<file path="src/design/pctd_pkg.sv">
// shared types, codes and defaults for the prefix code trie decoder
// no dependencies; imported by every other design file

package pctd_pkg;

  localparam int NODE_COUNT_DEF = 512;
  localparam int CODE_MAX_DEF   = 16;

  localparam int CMD_W    = 2;
  localparam int SYM_W    = 8;
  localparam int CODE_W   = 16;
  localparam int LEN_W    = 5;
  localparam int STATUS_W = 2;

  localparam logic [CMD_W-1:0] CMD_CLEAR  = 2'd0;
  localparam logic [CMD_W-1:0] CMD_INSERT = 2'd1;
  localparam logic [CMD_W-1:0] CMD_DECODE = 2'd2;

  localparam logic [STATUS_W-1:0] STATUS_OK   = 2'd0;
  localparam logic [STATUS_W-1:0] STATUS_FULL = 2'd1;
  localparam logic [STATUS_W-1:0] STATUS_DEAD = 2'd2;

  typedef struct packed {
    logic accept;
    logic clear;
    logic dec_start;
    logic dec_commit;
    logic walk;
    logic alloc;
    logic reload;
    logic ins_emit;
  } ctl_cmd_t;

  typedef struct packed {
    logic out_free;
    logic dec_has_result;
    logic walk_end;
    logic walk_miss;
    logic walk_full;
    logic alloc_last;
  } dp_stat_t;

endpackage

</file>
<file path="src/design/pctd_ctrl.sv">
// sequencing state machine for the prefix code trie decoder
// depends on pctd_pkg; drives commands into pctd_datapath

module pctd_ctrl (
  input  logic                         clk,
  input  logic                         rst_n,
  input  logic                         in_valid,
  input  logic [pctd_pkg::CMD_W-1:0]   in_command,
  input  pctd_pkg::dp_stat_t           stat,
  output pctd_pkg::ctl_cmd_t           cmd,
  output logic                         in_stall
);
  import pctd_pkg::*;

  localparam logic [2:0] S_IDLE   = 3'd0;
  localparam logic [2:0] S_DEC    = 3'd1;
  localparam logic [2:0] S_WALK   = 3'd2;
  localparam logic [2:0] S_ALLOC  = 3'd3;
  localparam logic [2:0] S_RELOAD = 3'd4;
  localparam logic [2:0] S_DONE   = 3'd5;

  logic [2:0] state_r;
  logic [2:0] state_nxt;
  logic       accept;

  assign in_stall = (state_r != S_IDLE);
  assign accept   = in_valid && (state_r == S_IDLE);

  always_comb begin
    cmd       = '0;
    state_nxt = state_r;
    case (state_r)
      S_IDLE: begin
        cmd.accept = accept;
        if (accept) begin
          case (in_command)
            CMD_CLEAR: begin
              cmd.clear = 1'b1;
            end
            CMD_INSERT: begin
              state_nxt = S_WALK;
            end
            CMD_DECODE: begin
              cmd.dec_start = 1'b1;
              state_nxt     = S_DEC;
            end
            default: begin
              state_nxt = S_IDLE;
            end
          endcase
        end
      end
      S_DEC: begin
        if (!stat.dec_has_result || stat.out_free) begin
          cmd.dec_commit = 1'b1;
          state_nxt      = S_IDLE;
        end
      end
      S_WALK: begin
        cmd.walk = 1'b1;
        if (stat.walk_end || stat.walk_full) begin
          state_nxt = S_RELOAD;
        end else if (stat.walk_miss) begin
          state_nxt = S_ALLOC;
        end
      end
      S_ALLOC: begin
        cmd.alloc = 1'b1;
        if (stat.alloc_last) begin
          state_nxt = S_RELOAD;
        end
      end
      S_RELOAD: begin
        cmd.reload = 1'b1;
        state_nxt  = S_DONE;
      end
      S_DONE: begin
        if (stat.out_free) begin
          cmd.ins_emit = 1'b1;
          state_nxt    = S_IDLE;
        end
      end
      default: begin
        state_nxt = S_IDLE;
      end
    endcase
  end

  always_ff @(posedge clk) begin
    if (!rst_n) begin
      state_r <= S_IDLE;
    end else begin
      state_r <= state_nxt;
    end
  end

endmodule

</file>
<file path="config.mk">
export PLATFORM = sky130hd
export DESIGN_NAME = pctd_ctrl
export DESIGN_NICKNAME = d
export VERILOG_FILES = /design/src/design/pctd_pkg.sv /design/src/design/pctd_ctrl.sv
export SDC_FILE = /design/constraint.sdc
export NUM_CORES = 1
export LEC_CHECK = 0
export ABC_AREA = 1
export BUFFER_PORTS_ARGS = -buffer_cell sky130_fd_sc_hd__buf_2
export CAP_MARGIN = 10
export CORE_AREA = 2 2 39 41
export CTS_CLUSTER_SIZE = 20
export DETAILED_ROUTE_END_ITERATION = 8
export DIE_AREA = 0 0 41 43
export PLACE_DENSITY_LB_ADDON = 0.2
export SLEW_MARGIN = 20
export SYNTH_ARGS = -nofsm -noshare
export SYNTH_HDL_FRONTEND = slang
export SYNTH_SLANG_ARGS = --single-unit
export TNS_END_PERCENT = 20
</file>
<file path="constraint.sdc">
create_clock -name clk -period 1.8 [get_ports clk]
set_input_delay 0.09 -clock clk [delete_from_list [all_inputs] [get_ports clk]]
set_output_delay 0.09 -clock clk [all_outputs]
set_load 0.01 [all_outputs]
</file>
== Word level (Yosys, flattened, before mapping) ==
Index checks and enable logic that the tools add are counted.
Storage, ports and cells
  register bits after elaboration: 3
  input bits: 11
  word-level logic and storage cells: 41
Cells by class
  equal/unequal tests: 13
  muxes and demuxes: 19
  reduce and logical (&&, ||, !) cells: 8
Operator list (number)
  $mux W3: 7
  $pmux W3 S6: 1
  $ne A2 B2 Y1 const B: 5
  $mux W1: 9
  $pmux W3 S3: 1
  $eq A3 B2 Y1 const B: 2
  $eq A3 B3 Y1 const B: 2
  $reduce_and A6 Y1: 1
  $eq A3 B1 Y1 const B: 1
  $logic_not A3 Y1: 1
  $ne A3 B3 Y1 const B: 1
  $reduce_bool A3 Y1: 1
  $eq A2 B1 Y1 const B: 1
  $eq A2 B2 Y1 const B: 1
  $logic_not A2 Y1: 1
  $logic_or A1 B1 Y1: 2
  $mux W2: 1
  $logic_and A1 B1 Y1: 1
  $logic_not A1 Y1: 1

== Depth between registers and ports, before layout ==
Gate-level depths: netlist (run 1).
  word-level depth: 4
  depth in mapped cells: 9
  gate-level depth less buffers: 9

== Worst setup path after synthesis (run 1) ==
Ideal clock, no wire load.
  kind: reg-to-output
  start: register state_r[0]
  end: output port cmd[6] (netlist bit)
  arrival: 1.110 ns
  required time: 1.710 ns
  setup slack: 0.600 ns
  stages on the path, launching flop included: 6
  buffers on the path: 0
  path through: dfxtp_1 > inv_2 > nand2_2 > nor2_2 > inv_1 > nor4_1
RTL lines
  from (decl): line pctd_ctrl.sv:22  | logic [2:0] state_r;
  from (signal assigned): line pctd_ctrl.sv:93  | state_r <= state_nxt;
  to (decl): line pctd_ctrl.sv:10  | output pctd_pkg::ctl_cmd_t cmd,

==> Flow_metrics.wiki, run 1 <==
{| class="wikitable"
! Metric !! Value
|-
| Result of the run || finished, final reports clean
|-
| Sort of element at the start of the critical path || flop
|-
| Largest net degree at the start of global routing || 9
|-
| Synthesized instance count || 69
|-
| Total Routed Length || 881 um
|-
| DR vias || 488
|-
| Antenna violations before repair || 0
|-
| Core area || approximately 1400 um^2
|-
| Synthesized flop and latch total || 3
|-
| Distinct cells, synth || 15
|-
| Count of pins on the block boundary || 20
|-
| Number of rows in the core area || 14
|-
| Ratio of routed vias to standard cells || 4.52
|-
| Final-report setup violation count || 0
|-
| H-tree levels || 1
|-
| Mean routed wirelength per cell || ~8.2 um
|-
| Clock-pin slew on the worst setup and hold paths || around 30 ps
|-
| Area leader, netlist || dfxtp_1
|-
| Reported max-cap violation count || 0
|-
| Worst-skew pair later-pin latency || 240 ps
|-
| Share of post-route cells with drive strength above 1 || 39.1%
|-
| Fin crit period || 1450 ps
|-
| Register with the most flip-flops || state_r
|-
| Die Wd || 41 um
|-
| Post-placement cell area || roughly 500 um^2
|-
| Number of global-route vias before repair || 369
|-
| Quantity of I/O buffers inserted on ports || 19
|-
| Leakage component of the power || about 0.30 nW
|-
| Tcrit/Tclk final || 80.4%
|-
| Maximum fanout count along the critical path || 7
|-
| Part of the Yosys area used for sequential elements || between 10% and 20%
|-
| Area added between synthesis and finish || 37.8%
|-
| Final setup margin || 353 ps
|-
| RSZ-0062 raised after global routing || no
|-
| Final cell count without fillers || 108
|-
| First-pass GRT wire length || 1360 um
|-
| Die Footprint || 1760 um^2
|-
| Worst hold path type || primary input to flop
|-
| Total Neg Setup Slack || 0 ps
|-
| Max-slew violation count || 0
|-
| Cell area power density || 1460 nW/um^2
|-
| CTS Buffer Depth || 2
|-
| TritonRoute pass-1 iters || 4
|-
| Die height || 43 um
|-
| Post-CTS setup buffer count || 0
|-
| CTS resizes || 0
|-
| Yosys warning total || 0
|-
| Initial standard-cell utilization of the core || a little over a quarter
|-
| Number of flip-flops under the largest register name || 3
|-
| Number of design-rule violations left by the first detailed-router iteration || 5
|-
| Mean area per synthesized cell || 5.42 um^2
|-
| HPWL after detailed placement || 748 um
|-
| Fraction of post-synthesis cell area in the top cell type by area || 16.1%
|-
| RePlAce Congestion || 0.746
|-
| TritonCTS clock tree || done
|-
| Clock skew || between 3 and 4 ps
|-
| Antenna diode instance count || 0
|-
| Highest Clock Rate || 691 MHz
|-
| DRC violation count after routing || 0
|-
| Largest registers ranked by flip-flop count || state_r: 3 flops
|-
| Grt ovf || 0
|-
| Total number of clock tree sinks || 3
|-
| Final ANT Viol Nets || 0
|-
| Num CTS Buffers || 3
|-
| Design Area, Final || around 520 um^2
|-
| Peak VDD IR || 0.902 mV
|-
| Number of buffers inserted by hold repair at cts || 0
|-
| Slew at the pin closest to its max-slew limit || 277 ps
|-
| Type of the worst setup path || flop to primary output
|-
| Most area-consuming cells after synthesis || dfxtp_1 16%, nor2_1 16%, inv_1 10%
|-
| Global-route usage over all layers || 11.3%
|-
| Worst setup slack after placement || ~580 ps
|-
| Max-slew headroom at the worst pin || roughly four fifths
|-
| Cell total after placement || 104
|-
| Syn_nets || 80
|-
| Library cell used as clock root buffer || clkbuf_4
|-
| Worst hold slack across all endpoints || 107 ps
|-
| Arrival time worst endpoint || 1360 ps
|-
| Area of the mapped netlist || 374 um^2
|-
| CP Capture Type || primary output
|-
| Final hold violations || 0
|-
| Worst endpoint required time || ~1700 ps
|-
| Final #Nets || 104
|}
==> routing by layer <==
metal / GRT usage, % / up-vias / part of all wire [%]
met4: 2.00 / 0 / 0
met5: 0 / - / 0
met3: 6.28 / 0 / 5.6
met1: 14.4 / 212 / 48
met2: 16.6 / 10 / 46
li1: - / 266 / -
==> placed cells by master (no fill, tap or decap), types with 4 or more instances in the layout <==
cell type and instances:
a21oi_1 4, buf_2 19, inv_1 10, nand2_1 9
nand2_2 4, nand3_1 7, nor2_1 16, nor2_2 4
==> where the power goes <==
part / internal, mW / leakage [nW] / switching, mW
Clock: 0.0832 / 0.0150 / 0.0377
Sequential: 0.0968 / 0.0248 / 0.0488
Combinational: 0.178 / 0.264 / 0.309
Total: 0.358 / 0.304 / 0.395
==> synthesized netlist by cell type <==
| cell type | n |
|---|---|
| nor2_1 | 16 |
| inv_2 | 3 |
| a21oi_1 | 4 |
| nor2_2 | 4 |
| o21ai_0 | 1 |
| nand2_1 | 9 |
| nand3_1 | 7 |
| nor2_4 | 1 |
| nand3_2 | 1 |
| nor4_1 | 3 |
| dfxtp_1 | 3 |
| nor3_1 | 2 |
| nand2_2 | 4 |
| inv_1 | 10 |
| nand2_4 | 1 |
==> metrics by stage <==
step                      util [%]  total power [mW]
after detailed placement      35.4             0.639
after global routing          37.3             0.836
after global placement        35.4             0.640
after floorplan                  -             0.503
after CTS                     37.3             0.761
final                         37.3             0.753
==> cell type report <==
| cell class | count | area [um^2] |
|---|---|---|
| multi-input cells | 53 | 265 |
| well taps | 16 | 20.0 |
| clock buffers | 4 | 26.3 |
| fillers | 154 | 868 |
| inverters | 13 | 48.8 |
| repair buffers | 19 | 95.1 |
| flip-flops and latches | 3 | 60.1 |
==> cells by family (layout without fill, tap and decap cells) <==
kind of cell	after synthesis	in the layout	synth area share [%]
AOI/OAI and AO/OA	5	5	6.69
buffers and inverters	13	36	13.0
DFF	3	3	16.1
and+or+nand+nor	48	48	64.2
==> worst max-delay path, stage by stage, from the launching register on <==
cell and delay, ps:
dfxtp_1 340, inv_2 140, nand2_2 90, nor2_2 130, inv_1 90, nor4_1 150, buf_2 170
==> path summary, 6_finish.rpt <==
path | end | cells after the start | slack [ps] | startpoint
hold reg to reg | state_r[0]$_SDFFE_PN0P_ | 2 | 540 | state_r[0]$_SDFFE_PN0P_
hold / removal | state_r[1]$_SDFFE_PN0P_ | 3 | 110 | rst_n
setup reg to reg | state_r[0]$_SDFFE_PN0P_ | 7 | 570 | state_r[1]$_SDFFE_PN0P_
setup / recovery | cmd[6] | 6 | 350 | state_r[0]$_SDFFE_PN0P_
Note: power is estimated with default switching activity, not from simulation.
==> inputs of run 2 (changes only) <==
==> constraint.sdc (replaced) <==
create_clock -name clk -period 1.4 [get_ports clk]
set_input_delay 0.07 -clock clk [delete_from_list [all_inputs] [get_ports clk]]
set_output_delay 0.07 -clock clk [all_outputs]
set_load 0.01 [all_outputs]
==> Flow_metrics.wiki, run 2 (synthesized netlist as in run 1, its figures left out) <==
{| class="wikitable"
! Metric !! Value
|-
| Sort of element at the start of the critical path || flop
|-
| Fin crit period || 1340 ps
|-
| Worst hold slack across all endpoints || 82.4 ps (-24.3 ps)
|-
| Max-slew violation count || 0 (unchanged)
|-
| Arrival time worst endpoint || 1270 ps (-90 ps)
|-
| Number of rows in the core area || 14 (unchanged)
|-
| Worst-skew pair later-pin latency || 230 ps (about the same)
|-
| First-pass GRT wire length || 1550 um (+14%)
|-
| Worst hold path depth || 3 (unchanged)
|-
| Largest registers ranked by flip-flop count || state_r: 3 flops
|-
| H-tree levels || 1 (unchanged)
|-
| Number of global-route vias before repair || 420 (+14%)
|-
| Die Footprint || 1760 um^2 (unchanged)
|-
| Share of post-route cells with drive strength above 1 || 43.6% (+4.5 points)
|-
| Number of design-rule violations left by the first detailed-router iteration || 8 (+3)
|-
| Quantity of I/O buffers inserted on ports || 19 (unchanged)
|-
| Final hold violations || 0 (unchanged)
|-
| Total number of clock tree sinks || 3 (unchanged)
|-
| Result of the run || finished, final reports clean
|-
| Mean routed wirelength per cell || 9.13 um (+12%)
|-
| Final-report setup violation count || 0 (unchanged)
|-
| Final ANT Viol Nets || 0 (unchanged)
|-
| TritonCTS clock tree || done
|-
| Total Neg Setup Slack || 0 ps (unchanged)
|-
| Maximum fanout count along the critical path || 6 (-1)
|-
| CTS Buffer Depth || 2 (unchanged)
|-
| Final #Nets || 106 (+1.9%)
|-
| TritonRoute pass-1 iters || 2 (-2)
|-
| Type of the worst setup path || flop to primary output
|-
| Hold path startpoint || rst_n
|-
| Cell area power density || 1920 nW/um^2 (+31%)
|-
| Largest net degree at the start of global routing || 9 (unchanged)
|-
| Capturing point of the worst reg2reg path || state_r[2]$_SDFFE_PN0P_
|-
| Initial standard-cell utilization of the core || 27.0% (unchanged)
|-
| Grt ovf || 0 (unchanged)
|-
| Die height || 43 um (unchanged)
|-
| CP Capture Type || primary output
|-
| DR vias || 491 (+0.61%)
|-
| Clock skew || 0.627 ps (-2.95 ps)
|-
| Critical R2R Launch || state_r[0]$_SDFFE_PN0P_
|-
| Register-to-register path setup slack || 190 ps (-380 ps)
|-
| Max-slew headroom at the worst pin || 82.2% (+0.67 points)
|-
| Clock-pin slew on the worst setup and hold paths || 30 ps (about the same)
|-
| DRC violation count after routing || 0 (unchanged)
|-
| Die Wd || 41 um (unchanged)
|-
| Total Routed Length || 1000 um (+14%)
|-
| Top library cells by usage in the layout, fill and taps aside || 19 x buf_2, 15 x nor2_1, 10 x inv_1
|-
| Tcrit/Tclk final || a little over nine tenths
|-
| Final setup margin || 56.5 ps (-296 ps)
|-
| Worst endpoint required time || 1330 ps (-380 ps)
|-
| Peak VDD IR || 0.692 mV (-23%)
|-
| Core area || 1380 um^2 (unchanged)
|-
| HPWL after detailed placement || 790 um (+5.6%)
|-
| Commonest non-fill, non-tap cell in the layout || buf_2
|-
| Number of flip-flops under the largest register name || 3 (unchanged)
|-
| Num CTS Buffers || 3 (unchanged)
|-
| Leakage component of the power || 0.315 nW (+3.8%)
|-
| Global-route usage over all layers || 13.1% (+1.7 points)
|-
| Count of cells along the worst register-to-register path || 8 (+1)
|-
| Worst hold path type || primary input to flop
|-
| Worst setup slack after placement || 217 ps (-358 ps)
|-
| Library cell used as clock root buffer || clkbuf_4
|-
| Count of pins on the block boundary || 20 (unchanged)
|-
| Slew at the pin closest to its max-slew limit || 264 ps (-12.1 ps)
|-
| Origin of the worst setup path || state_r[0]$_SDFFE_PN0P_
|-
| Highest Clock Rate || 744 MHz
|-
| Ratio of routed vias to standard cells || 4.46 (-1.2%)
|-
| RSZ-0062 raised after global routing || yes
|-
| Hold endpoint || state_r[2]$_SDFFE_PN0P_
|-
| RePlAce Congestion || 0.784 (+5.0%)
|-
| Antenna violations before repair || 0 (unchanged)
|-
| Area added between synthesis and finish || 45.8%
|-
| Reported max-cap violation count || 0 (unchanged)
|-
| Antenna diode instance count || 0 (unchanged)
|-
| Register with the most flip-flops || state_r
|}
-- run 2: changes by cell type in the layout (fill, tap and decap cells not counted), sizes merged --
| cell | delta |
|---|---|
| buf | +2 |
-- run 2: layer usage --
metal  track usage (%)  vias to the layer above  wire length [um]  share of wire, %
met5                 0                        -                 0                 0
met4              8.00                        0                 0                 0
met3              4.71                        0                47               4.7
met2              19.7                        8               526                52
met1              14.8                      214               429                43
li1                  -                      269                 -                 -
-- run 2: worst max path at each step --
stage | end
floorplan | cmd[6]
global placement | cmd[6]
detailed placement | cmd[6]
CTS | cmd[6]
global route | cmd[6]
finish | cmd[4]
-- run 2: final cells by class --
class	count	area, um^2
repair buffers	21	110
inverters	13	48.8
well taps	16	20.0
fillers	162	838
multi-input cells	53	279
flip-flops and latches	3	61.3
clock buffers	4	26.3
-- run 2: critical path, stage by stage (launching register included) --
cell     delay [ps]
dfxtp_1         380
inv_2            60
buf_4           160
nor4_1          260
buf_2           190
-- run 2: stage by stage --
step	util (%)	area [um^2]	power (mW)	cells
6_report	39.4	546	1.05	110
5_1_grt	39.4	546	1.16	110
4_1_cts	38.3	531	1.03	110
3_5_place_dp	35.9	497	0.847	105
3_3_place_gp	35.9	497	0.856	105
2_1_floorplan	-	374	0.647	69
-- run 2: repair_timing --
item                                    4_1_cts  5_1_grt
endpoints found under the setup margin        1        4
hold buffers                                  0        0
buffers inserted                              1        0
resized for setup                             0        4
-- run 2: power by group --
group | switching, mW | internal, mW
registers | 0.0452 | 0.127
logic | 0.453 | 0.271
clock network | 0.0436 | 0.107
total | 0.542 | 0.506
==> inputs of run 3 (changes only) <==
--- a/config.mk
+++ b/config.mk
@@ -6,12 +6,12 @@
 export NUM_CORES = 1
 export LEC_CHECK = 0
 export ABC_AREA = 1
-export BUFFER_PORTS_ARGS = -buffer_cell sky130_fd_sc_hd__buf_2
 export CAP_MARGIN = 10
 export CORE_AREA = 2 2 39 41
 export CTS_CLUSTER_SIZE = 20
 export DETAILED_ROUTE_END_ITERATION = 8
 export DIE_AREA = 0 0 41 43
+export DONT_BUFFER_PORTS = 1
 export PLACE_DENSITY_LB_ADDON = 0.2
 export SLEW_MARGIN = 20
 export SYNTH_ARGS = -nofsm -noshare
==> Flow_metrics.wiki, run 3 (synthesized netlist as in run 1, its figures left out) <==
{| class="wikitable"
! Metric !! Value
|-
| Largest registers ranked by flip-flop count || state_r: 3 flops
|-
| Worst-skew pair later-pin latency || 230 ps (about the same)
|-
| Total of fill cells in the finished design || 160 (-1.2%)
|-
| Result of the run || finished, final reports clean
|-
| Leakage component of the power || 0.255 nW (-19%)
|-
| CTS Buffer Depth || 2 (unchanged)
|-
| Clock-pin slew on the worst setup and hold paths || 40 ps (about the same)
|-
| Hold path startpoint || in_command[1]
|-
| Cell area power density || 2070 nW/um^2 (+7.9%)
|-
| Number of flip-flops under the largest register name || 3 (unchanged)
|-
| Slew at the pin closest to its max-slew limit || 514 ps (+250 ps)
|-
| Final #Nets || 92 (-13%)
|-
| Top Metal Used || met3
|-
| Maximum fanout count along the critical path || 6 (unchanged)
|-
| Total Neg Setup Slack || 0 ps (unchanged)
|-
| Worst hold path type || primary input to flop
|-
| DR vias || 436 (-11%)
|-
| Final-report setup violation count || 0 (unchanged)
|-
| Worst endpoint required time || 1330 ps (about the same)
|-
| Quantity of I/O buffers inserted on ports || 0 (-19)
|-
| RePlAce Congestion || 0.769 (-1.9%)
|-
| Hold endpoint || state_r[1]$_SDFFE_PN0P_
|-
| Num CTS Buffers || 3 (unchanged)
|-
| Highest Clock Rate || 766 MHz (+2.9%)
|-
| Top library cells by usage in the layout, fill and taps aside || 16 x nor2_1, 9 x inv_1, 9 x nand2_1
|-
| Sum of internal, switching and leakage power || 1.02 mW (-2.5%)
|-
| Reported max-cap violation count || 0 (unchanged)
|-
| Capturing point of the worst reg2reg path || state_r[2]$_SDFFE_PN0P_
|-
| Sort of element at the start of the critical path || flop
|-
| Origin of the worst setup path || state_r[0]$_SDFFE_PN0P_
|-
| Final ANT Viol Nets || 0 (unchanged)
|-
| Mean routed wirelength per cell || 9.44 um (+3.4%)
|-
| Critical R2R Launch || state_r[0]$_SDFFE_PN0P_
|-
| Share of post-route cells with drive strength above 1 || 35.0% (-8.6 points)
|-
| Peak VDD IR || 1.17 mV (+69%)
|-
| Global-route usage over all layers || 11.5% (-1.5 points)
|-
| Arrival time worst endpoint || 1240 ps (-30 ps)
|-
| Initial standard-cell utilization of the core || 27.0% (unchanged)
|-
| First-pass GRT wire length || 1430 um (-8.0%)
|-
| Die height || 43 um (unchanged)
|-
| Largest net degree at the start of global routing || 9 (unchanged)
|-
| TritonRoute pass-1 iters || 3 (+1)
|-
| Tcrit/Tclk final || 93.2% (-2.7 points)
|-
| Count of cells along the worst register-to-register path || 9 (+1)
|-
| Antenna diode instance count || 0 (unchanged)
|-
| Type of the worst setup path || flop to primary output
|-
| Number of global-route vias before repair || 382 (-9.0%)
|-
| RSZ-0062 raised after global routing || no
|-
| Die Footprint || 1760 um^2 (unchanged)
|-
| Post-Route Utilization || 35.6% (-3.8 points)
|-
| Number of rows in the core area || 14 (unchanged)
|-
| DRC violation count after routing || 0 (unchanged)
|-
| Area added between synthesis and finish || 31.8%
|-
| Ratio of routed vias to standard cells || 4.54 (+1.7%)
|-
| Max-slew headroom at the worst pin || 65.4% (-17 points)
|-
| Commonest non-fill, non-tap cell in the layout || nor2_1
|-
| Metal1 wirelength || 430 um (+0.23%)
|-
| Met3 layer wire length in the routed design || 37 um (-21%)
|-
| Clock skew || 1.11 ps (+0.478 ps)
|-
| Total Routed Length || 906 um (-9.8%)
|-
| Core area || 1380 um^2 (unchanged)
|-
| Total number of clock tree sinks || 3 (unchanged)
|-
| Fin crit period || 1310 ps (-38.4 ps)
|-
| Final hold violations || 0 (unchanged)
|-
| Total met2 wirelength after detailed routing || 438 um (-17%)
|-
| Library cell used as clock root buffer || clkbuf_4
|-
| Max-slew violation count || 0 (unchanged)
|-
| Grt ovf || 0 (unchanged)
|-
| CP Capture Type || primary output
|-
| Number of design-rule violations left by the first detailed-router iteration || 9 (+1)
|-
| TritonCTS clock tree || done
|-
| H-tree levels || 1 (unchanged)
|-
| Worst hold path depth || 3 (unchanged)
|-
| Count of pins on the block boundary || 20 (unchanged)
|-
| Worst hold slack across all endpoints || 111 ps (+28.8 ps)
|-
| Die Wd || 41 um (unchanged)
|-
| Antenna violations before repair || 0 (unchanged)
|-
| Register with the most flip-flops || state_r
|-
| HPWL after detailed placement || 730 um (-7.6%)
|-
| Register-to-register path setup slack || 160 ps (-30 ps)
|}
## run 3: cell types whose count changed in the layout (fill, tap and decap cells not counted)
cell	before	now
nor2_2	4	3
inv_1	10	9
dfxtp_2	1	2
inv_2	3	4
dlygate4sd3_1	0	1
dfxtp_4	0	1
dfxtp_1	2	0
buf_4	2	6
buf_2	19	0
nor2_1	15	16
## run 3: area by class of cell
type	count	area (um^2)	area share [%]
clock buffer	4	26.3	5.33
inverter	13	48.8	9.90
timing repair buffer	7	55.1	11.2
multi-input combinational	53	277	56.1
tap	16	20.0	4.06
sequential	3	66.3	13.5
## run 3: power by group
group	leakage (nW)	total (mW)	switching, mW	internal [mW]
clock	0.0150	0.146	0.0399	0.106
sequential	0.0261	0.190	0.0527	0.137
combinational	0.213	0.685	0.426	0.260
## run 3: worst max-delay path, stage by stage, from the launching register on
cell and delay [ps]:
dfxtp_2 360, inv_2 50, buf_4 150, nor4_1 450
## run 3: per-layer routing
metal / GRT usage, % / up-vias
li1: - / 238
met1: 12.8 / 190
met2: 19.7 / 8
met3: 4.71 / 0
met4: 2.00 / 0
met5: 0 / -
## run 3: worst max-delay path by stage
stage	end	slack (ps)	depth (start not counted)
global placement	state_r[2]$_SDFFE_PN0P_	150	7
global route	cmd[4]	30	3
CTS	cmd[6]	10	6
finish	cmd[4]	90	3
floorplan	cmd[6]	220	5
detailed placement	cmd[6]	130	6
## run 3: what timing repair did
item | CTS | global route
endpoints found under the hold margin | 3 | 0
setup endpoints to repair | 2 | 5
resized for setup | 6 | 1
hold buffers | 1 | 0
buffers inserted | 3 | 0
pin swaps | 2 | 1
## run 3: per-stage QoR
step / instance area, um^2 / setup slack [ps] / std cells
final: 493 / 94.9 / 96
after global routing: 493 / 28.7 / 96
after CTS: 492 / 11.9 / 96
after detailed placement: 417 / 129 / 88
after global placement: 417 / 147 / 88
after floorplan: 374 / 220 / 69
